## config.mk

```make
export PLATFORM = sky130hd
export DESIGN_NAME = second_order_iir_filter
export DESIGN_NICKNAME = d
export VERILOG_FILES = /design/src/rtl/soiir_pkg.sv /design/src/rtl/soiir_datapath.sv /design/src/rtl/second_order_iir_filter.sv
export VERILOG_INCLUDE_DIRS = /design/src /design/src/rtl
export SDC_FILE = /design/constraint.sdc
export NUM_CORES = 2
export LEC_CHECK = 0
export BUFFER_PORTS_ARGS = -buffer_cell sky130_fd_sc_hd__buf_2
export CORE_MARGIN = 2
export CORE_UTILIZATION = 55
export CTS_BUF_LIST = sky130_fd_sc_hd__clkbuf_4 sky130_fd_sc_hd__clkbuf_8
export DETAILED_ROUTE_END_ITERATION = 10
export GPL_TIMING_DRIVEN = 0
export HOLD_SLACK_MARGIN = 0.1
export PLACE_DENSITY = 0.7
export SYNTH_ARGS = -nofsm -noshare
export SYNTH_HDL_FRONTEND = slang
export SYNTH_SLANG_ARGS = --single-unit
```

## constraint.sdc

```tcl
create_clock -name clk -period 27.4 [get_ports clk]
set_input_delay 2.74 -clock clk [delete_from_list [all_inputs] [get_ports clk]]
set_output_delay 2.74 -clock clk [all_outputs]
set_load 0.01 [all_outputs]
```

## src/rtl/second_order_iir_filter_assert.svh

```systemverilog
// assertion macros for the second order iir filter
`ifndef SECOND_ORDER_IIR_FILTER_ASSERT_SVH
`define SECOND_ORDER_IIR_FILTER_ASSERT_SVH

`ifndef SYNTHESIS

`define SOIIR_ASSERT(label, prop) \
	label: assert property (@(posedge clk) disable iff (!arst_n) (prop)) \
		else $error("soiir assertion failed");

`define SOIIR_ASSERT_ALWAYS(label, prop) \
	label: assert property (@(posedge clk) (prop)) \
		else $error("soiir assertion failed");

`else

`define SOIIR_ASSERT(label, prop)
`define SOIIR_ASSERT_ALWAYS(label, prop)

`endif

`endif

```

## src/rtl/soiir_pkg.sv

```systemverilog
package soiir_pkg;

	localparam int COEF_BITS     = 19;
	localparam int OUT_BITS      = 16;
	localparam int CODE_BITS     = 12;
	localparam int FRAME_BITS    = 14;
	localparam int APB_ADDR_BITS = 4;
	localparam int APB_DATA_BITS = 32;

	typedef enum logic [1:0] {
		REG_GAIN_ONE   = 2'd0,
		REG_GAIN_TWO   = 2'd1,
		REG_INPUT_GAIN = 2'd2
	} reg_idx_t;

	typedef struct packed {
		logic signed [COEF_BITS-1:0] gain_one;
		logic signed [COEF_BITS-1:0] gain_two;
		logic signed [COEF_BITS-1:0] input_gain;
	} coef_set_t;

	localparam logic signed [COEF_BITS-1:0] GAIN_ONE_RST   = 19'sd127181;
	localparam logic signed [COEF_BITS-1:0] GAIN_TWO_RST   = 19'sd64238;
	localparam logic signed [COEF_BITS-1:0] INPUT_GAIN_RST = 19'sd649;

	localparam logic signed [OUT_BITS-1:0] OUT_MAX = 16'sh7fff;
	localparam logic signed [OUT_BITS-1:0] OUT_MIN = 16'sh8000;

	localparam logic [FRAME_BITS-1:0] DAC_CTRL = 14'h3000;

endpackage

```

## src/rtl/soiir_datapath.sv

```systemverilog
module soiir_datapath #(
	parameter int SAMPLE_BITS    = 10,
	parameter int COEF_FRAC_BITS = 16
) (
	input  soiir_pkg::coef_set_t                       coefs,
	input  logic                  [SAMPLE_BITS-1:0]    s_last,
	input  logic                  [SAMPLE_BITS-1:0]    s_before,
	input  logic signed [soiir_pkg::OUT_BITS-1:0]      y_last,
	input  logic signed [soiir_pkg::OUT_BITS-1:0]      y_before,
	output logic signed [soiir_pkg::OUT_BITS-1:0]      y_new
);

	localparam int CB     = soiir_pkg::COEF_BITS;
	localparam int OB     = soiir_pkg::OUT_BITS;
	localparam int PROD_W = CB + OB;
	localparam int DIFF_W = SAMPLE_BITS + 1;
	localparam int PDIF_W = CB + DIFF_W;
	localparam int BASE_W = ((PROD_W > PDIF_W) ? PROD_W : PDIF_W) + 2;
	localparam int ACC_W  = (BASE_W > COEF_FRAC_BITS + OB + 1) ? BASE_W
	                        : COEF_FRAC_BITS + OB + 1;
	localparam int QUO_W  = ACC_W - COEF_FRAC_BITS;

	logic signed [CB-1:0]     g1;
	logic signed [CB-1:0]     g2;
	logic signed [CB-1:0]     gi;
	logic signed [DIFF_W-1:0] diff;
	logic signed [PROD_W-1:0] p1;
	logic signed [PROD_W-1:0] p2;
	logic signed [PDIF_W-1:0] p3;
	logic signed [ACC_W-1:0]  acc;
	logic signed [ACC_W-1:0]  acc_b;
	logic signed [QUO_W-1:0]  quo;
	logic [QUO_W-OB:0]        quo_hi;
	logic                     ovf;

	assign g1 = coefs.gain_one;
	assign g2 = coefs.gain_two;
	assign gi = coefs.input_gain;

	assign diff = $signed({1'b0, s_last}) - $signed({1'b0, s_before});

	assign p1 = PROD_W'(g1) * PROD_W'(y_last);
	assign p2 = PROD_W'(g2) * PROD_W'(y_before);
	assign p3 = PDIF_W'(gi) * PDIF_W'(diff);

	assign acc = ACC_W'(p1) - ACC_W'(p2) + ACC_W'(p3);

	// bias negative sums so the shift truncates toward zero
	assign acc_b = acc + $signed({{QUO_W{1'b0}}, {COEF_FRAC_BITS{acc[ACC_W-1]}}});
	assign quo   = acc_b[ACC_W-1:COEF_FRAC_BITS];

	assign quo_hi = quo[QUO_W-1:OB-1];
	assign ovf    = !((&quo_hi) || !(|quo_hi));

	always_comb begin
		if (ovf) begin
			y_new = quo[QUO_W-1] ? soiir_pkg::OUT_MIN : soiir_pkg::OUT_MAX;
		end else begin
			y_new = quo[OB-1:0];
		end
	end

endmodule

```

## src/rtl/second_order_iir_filter.sv

```systemverilog
// second order iir resonator on a converter sample stream
//
// input channel: in_valid / in_ready with one unsigned sample per item.
// output channel: out_valid / out_ready with filtered (signed 16 bits),
// dac_code (low 12 bits of filtered) and dac_frame (control bits 11 then
// the code). each input item gives exactly one output item.
// the new output depends on the two previous samples and the two previous
// outputs; the sample of an item only enters the result from the next item on.
// out_valid is registered and rises in the cycle after an input accept.
// throughput: one item per cycle while the receiver does not stall; the
// three products, their sum, the truncating shift and the saturation are
// combinational logic between the filter state registers and output register.
// if the receiver stalls, the output register holds its item and in_ready
// drops until that item is taken; in_ready is high in the same cycle that
// the held item is taken.
// reset clears the sample and output history, the output valid flag and
// loads the default coefficients. coefficients are written over the apb port
// at byte addresses 0, 4 and 8 and read back sign extended.
`include "second_order_iir_filter_assert.svh"

module second_order_iir_filter #(
	parameter int SAMPLE_BITS    = 10,
	parameter int COEF_FRAC_BITS = 16
) (
	input  logic                                      clk,
	input  logic                                      arst_n,
	input  logic                                      psel,
	input  logic                                      penable,
	input  logic                                      pwrite,
	input  logic [soiir_pkg::APB_ADDR_BITS-1:0]       paddr,
	input  logic [soiir_pkg::APB_DATA_BITS-1:0]       pwdata,
	output logic [soiir_pkg::APB_DATA_BITS-1:0]       prdata,
	output logic                                      pready,
	input  logic                                      in_valid,
	output logic                                      in_ready,
	input  logic [SAMPLE_BITS-1:0]                    sample,
	output logic                                      out_valid,
	input  logic                                      out_ready,
	output logic signed [soiir_pkg::OUT_BITS-1:0]     filtered,
	output logic [soiir_pkg::CODE_BITS-1:0]           dac_code,
	output logic [soiir_pkg::FRAME_BITS-1:0]          dac_frame
);

	localparam int CB = soiir_pkg::COEF_BITS;
	localparam int DB = soiir_pkg::APB_DATA_BITS;

	soiir_pkg::coef_set_t                 coefs_q;
	soiir_pkg::reg_idx_t                  reg_idx;
	logic                                 cfg_wr;
	logic                                 in_fire;
	logic [SAMPLE_BITS-1:0]               sample_last_q;
	logic [SAMPLE_BITS-1:0]               sample_before_q;
	logic signed [soiir_pkg::OUT_BITS-1:0] output_last_q;
	logic signed [soiir_pkg::OUT_BITS-1:0] output_before_q;
	logic signed [soiir_pkg::OUT_BITS-1:0] y_new;
	logic signed [soiir_pkg::OUT_BITS-1:0] result_q;
	logic                                 out_valid_q;

	assign pready  = 1'b1;
	assign reg_idx = soiir_pkg::reg_idx_t'(paddr[3:2]);
	assign cfg_wr  = psel && penable && pwrite && pready;

	always_ff @(posedge clk or negedge arst_n) begin
		if (!arst_n) begin
			coefs_q.gain_one   <= soiir_pkg::GAIN_ONE_RST;
			coefs_q.gain_two   <= soiir_pkg::GAIN_TWO_RST;
			coefs_q.input_gain <= soiir_pkg::INPUT_GAIN_RST;
		end else if (cfg_wr) begin
			unique case (reg_idx)
				soiir_pkg::REG_GAIN_ONE:   coefs_q.gain_one   <= pwdata[CB-1:0];
				soiir_pkg::REG_GAIN_TWO:   coefs_q.gain_two   <= pwdata[CB-1:0];
				soiir_pkg::REG_INPUT_GAIN: coefs_q.input_gain <= pwdata[CB-1:0];
				default: ;
			endcase
		end
	end

	always_comb begin
		unique case (reg_idx)
			soiir_pkg::REG_GAIN_ONE:
				prdata = {{(DB-CB){coefs_q.gain_one[CB-1]}}, coefs_q.gain_one};
			soiir_pkg::REG_GAIN_TWO:
				prdata = {{(DB-CB){coefs_q.gain_two[CB-1]}}, coefs_q.gain_two};
			soiir_pkg::REG_INPUT_GAIN:
				prdata = {{(DB-CB){coefs_q.input_gain[CB-1]}}, coefs_q.input_gain};
			default:
				prdata = '0;
		endcase
	end

	assign in_ready = !out_valid_q || out_ready;
	assign in_fire  = in_valid && in_ready;

	soiir_datapath #(
		.SAMPLE_BITS    (SAMPLE_BITS),
		.COEF_FRAC_BITS (COEF_FRAC_BITS)
	) u_datapath (
		.coefs    (coefs_q),
		.s_last   (sample_last_q),
		.s_before (sample_before_q),
		.y_last   (output_last_q),
		.y_before (output_before_q),
		.y_new    (y_new)
	);

	always_ff @(posedge clk or negedge arst_n) begin
		if (!arst_n) begin
			sample_last_q   <= '0;
			sample_before_q <= '0;
			output_last_q   <= '0;
			output_before_q <= '0;
		end else if (in_fire) begin
			sample_last_q   <= sample;
			sample_before_q <= sample_last_q;
			output_last_q   <= y_new;
			output_before_q <= output_last_q;
		end
	end

	always_ff @(posedge clk or negedge arst_n) begin
		if (!arst_n) begin
			out_valid_q <= 1'b0;
		end else if (in_fire) begin
			out_valid_q <= 1'b1;
		end else if (out_ready) begin
			out_valid_q <= 1'b0;
		end
	end

	always_ff @(posedge clk) begin
		if (in_fire) begin
			result_q <= y_new;
		end
	end

	assign out_valid = out_valid_q;
	assign filtered  = result_q;
	assign dac_code  = result_q[soiir_pkg::CODE_BITS-1:0];
	assign dac_frame = soiir_pkg::DAC_CTRL
	                   | soiir_pkg::FRAME_BITS'(result_q[soiir_pkg::CODE_BITS-1:0]);

	`SOIIR_ASSERT(a_fire_gives_item, in_fire |=> out_valid)
	`SOIIR_ASSERT(a_feedback_matches_out, in_fire |=> (output_last_q == filtered))
	`SOIIR_ASSERT(a_sample_history, in_fire |=> (sample_last_q == $past(sample)))
	`SOIIR_ASSERT_ALWAYS(a_reset_no_item, !arst_n |-> !out_valid)

endmodule
```

==> results.json <==
{
  "status": "complete, but fails checks",
  "violations": "design-rule violations, max-capacitance violations, max-slew violations",
  "clock-sinks": 126,
  "cpPeakStageDelay_ns": 1.10,
  "wl_um": 110000,
  "required_ns": 27.71,
  "fin_crit_ns": 14.15,
  "yosysMostFrequentCell": "inv_1",
  "fp.coreArea_um2": 68900,
  "setup_viol": 0,
  "yosysSeqAreaShare_pct": 8.49,
  "max_freq_mhz": 70.7,
  "cts_tree": "yes",
  "crit_arrival_ns": 14.46,
  "dpl.hpwl_um": 94800,
  "routed_via_density": 5.44,
  "cp-start-kind": "flip-flop",
  "nNetsFinal": 5330,
  "drive_above_1_share_pct": 8.39,
  "ys_types": 100,
  "critPathKind": "reg2reg",
  "hold_buffers": 0,
  "clk_pin_slew_ns": 0.10,
  "drt_pass1_iterations": 9,
  "htree_num_levels": 4,
  "yosys_warnings": 0,
  "cts_buffers": 17,
  "synth_top_area_share_pct": 50.0,
  "dieArea_um2": 72100,
  "grt_overflow": 0,
  "die_h_um": 268,
  "first_global_vias": 29032,
  "drtIter0Drc": 2087,
  "area_growth_pct": 5.80,
  "antenna_found_initial": 3,
  "min_path_type": "reg2reg",
  "drcViolationCount": 2,
  "ant_nets": 0,
  "slew_headroom_pct": -2.30,
  "row_count": 96,
  "utilization_pct": 59.0,
  "initial_core_util_pct": 55.8,
  "synth-async-reset-ratio_pct": 87.3,
  "rsz0062_at_grt": "false",
  "tns_ns": 0,
  "wire_per_inst_um": 21.7,
  "synth.cell_area_um2": 38500,
  "syn_inst": 3992,
  "finalMaxSlewViolations": 11,
  "grt_max_degree": 70,
  "synth_common_cells": "976 x inv_1, 960 x fa_1, 503 x nand2_1",
  "die_w_um": 268,
  "grt_pass1_wl_um": 173000,
  "finalCritPeriodShare_pct": 51.7,
  "path_max_fanout": 12,
  "hold_viol": 0,
  "drv_cap": 1,
  "clockRootBuffer": "clkbuf_8",
  "cp_slowest_cell": "xnor2_1",
  "endpoint_kind": "flip-flop",
  "num_io_pins": 130,
  "worst_pin_slew_ns": 1.52,
  "gp_congestion": 0.949,
  "ys_top_cells_by_area": "fa_1 50%, inv_1 9.5%, and2_1 6.5%",
  "critical_path.most_common_cell": "fa_1",
  "hold_ws_ns": 0.492,
  "io_buffers": 110,
  "avgSynthCellArea_um2": 9.64,
  "synth_edf_count": 16,
  "ys_ff_latch": 126,
  "post_cts_buffers": 0,
  "cts_resized": 0,
  "clock_latency_ns": 0.58,
  "synth_ff_type": "dfrtp_1",
  "track_usage_pct": 32.6,
  "yosys.area.top_type": "fa_1",
  "num_vias": 27597,
  "final.setup_skew_ns": 0.0312,
  "clock_tree.buffer_depth": 2
}
[registers in the layout (all words and copies together), names as in the netlist]
register,cells
coefs_q,57
filtered,16
out_valid,1
output_before_q,16
output_last_q,16
sample_before_q,10
sample_last_q,10
[path summary, 6_finish.rpt]
| path | slack, ns | cells after the start | startpoint | endpoint |
|---|---|---|---|---|
| max | 13.25 | 48 | sample_last_q[1] | filtered[2] |
| min | 0.49 | 2 | sample_before_q[0] | sample_before_q[0] |
| max reg2reg | 13.25 | 48 | sample_last_q[1] | filtered[2] |
| min reg2reg | 0.49 | 2 | sample_before_q[0] | sample_before_q[0] |
| max in group asynchronous | 24.48 | 2 | arst_n | coefs_q[30] |
| min in group asynchronous | 2.11 | 1 | arst_n | output_last_q[4] |
[final cells by class]
type | count | area, um^2
repair buffers | 112 | 599
fillers | 6073 | 28300
inverters | 979 | 3670
diodes | 1 | 2.50
well taps | 931 | 1160
clock inverters | 13 | 190
clock buffers | 19 | 249
plain buffers | 214 | 1060
flip-flops and latches | 126 | 3270
multi-input cells | 2675 | 30500
[metal layers]
metal / share of wire, % / track usage [%] / vias to the layer above
met3: 11 / 8.81 / 253
met5: 0 / 0 / -
met1: 40 / 45.0 / 14188
met2: 44 / 49.5 / 1293
li1: - / - / 11863
met4: 4.6 / 13.0 / 0
[kinds of logic (layout without fill, tap and decap cells)]
logic type,count (synthesis),in the layout,synth area share [%]
AO/OA/AOI/OAI,237,237,4.44
XOR/XNOR,57,57,1.32
adder cells (fa/ha/maj),1152,1152,56.2
buffers and inverters,1193,1337,12.3
flip-flops,126,126,8.49
multiplexers,78,78,2.22
other,1,4,0.00975
AND/OR/NAND/NOR,1148,1148,15.0
[metrics by stage]
stage / instances / setup slack [ns] / area, um^2
6_report: 5070 / 13.25 / 40700
3_5_place_dp: 5037 / 13.50 / 40200
3_3_place_gp: 5035 / 13.64 / 40200
4_1_cts: 5069 / 13.38 / 40700
5_1_grt: 5070 / 12.65 / 40700
2_1_floorplan: 3994 / 16.13 / 38500
[critical path, delay by kind of cell, from the launching register on]
kind / cells / cell delay [ns]
xor gates and xnor gates: 2 / 1.28
DFF: 1 / 0.46
AOI/OAI and AO/OA: 14 / 3.03
adders and majority gates: 12 / 5.65
and+or+nand+nor: 12 / 2.27
buffers and inverters: 8 / 1.16
[cells in the final DEF (no fill, tap or decap), drive strengths merged, types with 7 or more instances in the layout]
cell type,synthesis,final
clkbuf,159,178
a21oi,55,55
xor2,11,11
nor2b,43,43
nor2,84,84
xnor2,46,46
mux2,58,58
dfrtp,84,84
dfstp,26,26
clkinv,2,7
o21ai,74,74
fa,960,960
and2,404,404
inv,977,980
or3,7,7
mux2i,20,20
nor3,18,18
nand2,505,505
nand3,21,21
ha,192,192
edfxtp,16,16
o211ai,13,13
nand2b,18,18
buf,53,165
a211oi,19,19
or2,13,13
a21o,14,14
Power is left out: the tool's default activity adds up to more than one toggle a clock period on the data nets, which glitch-free logic cannot reach.
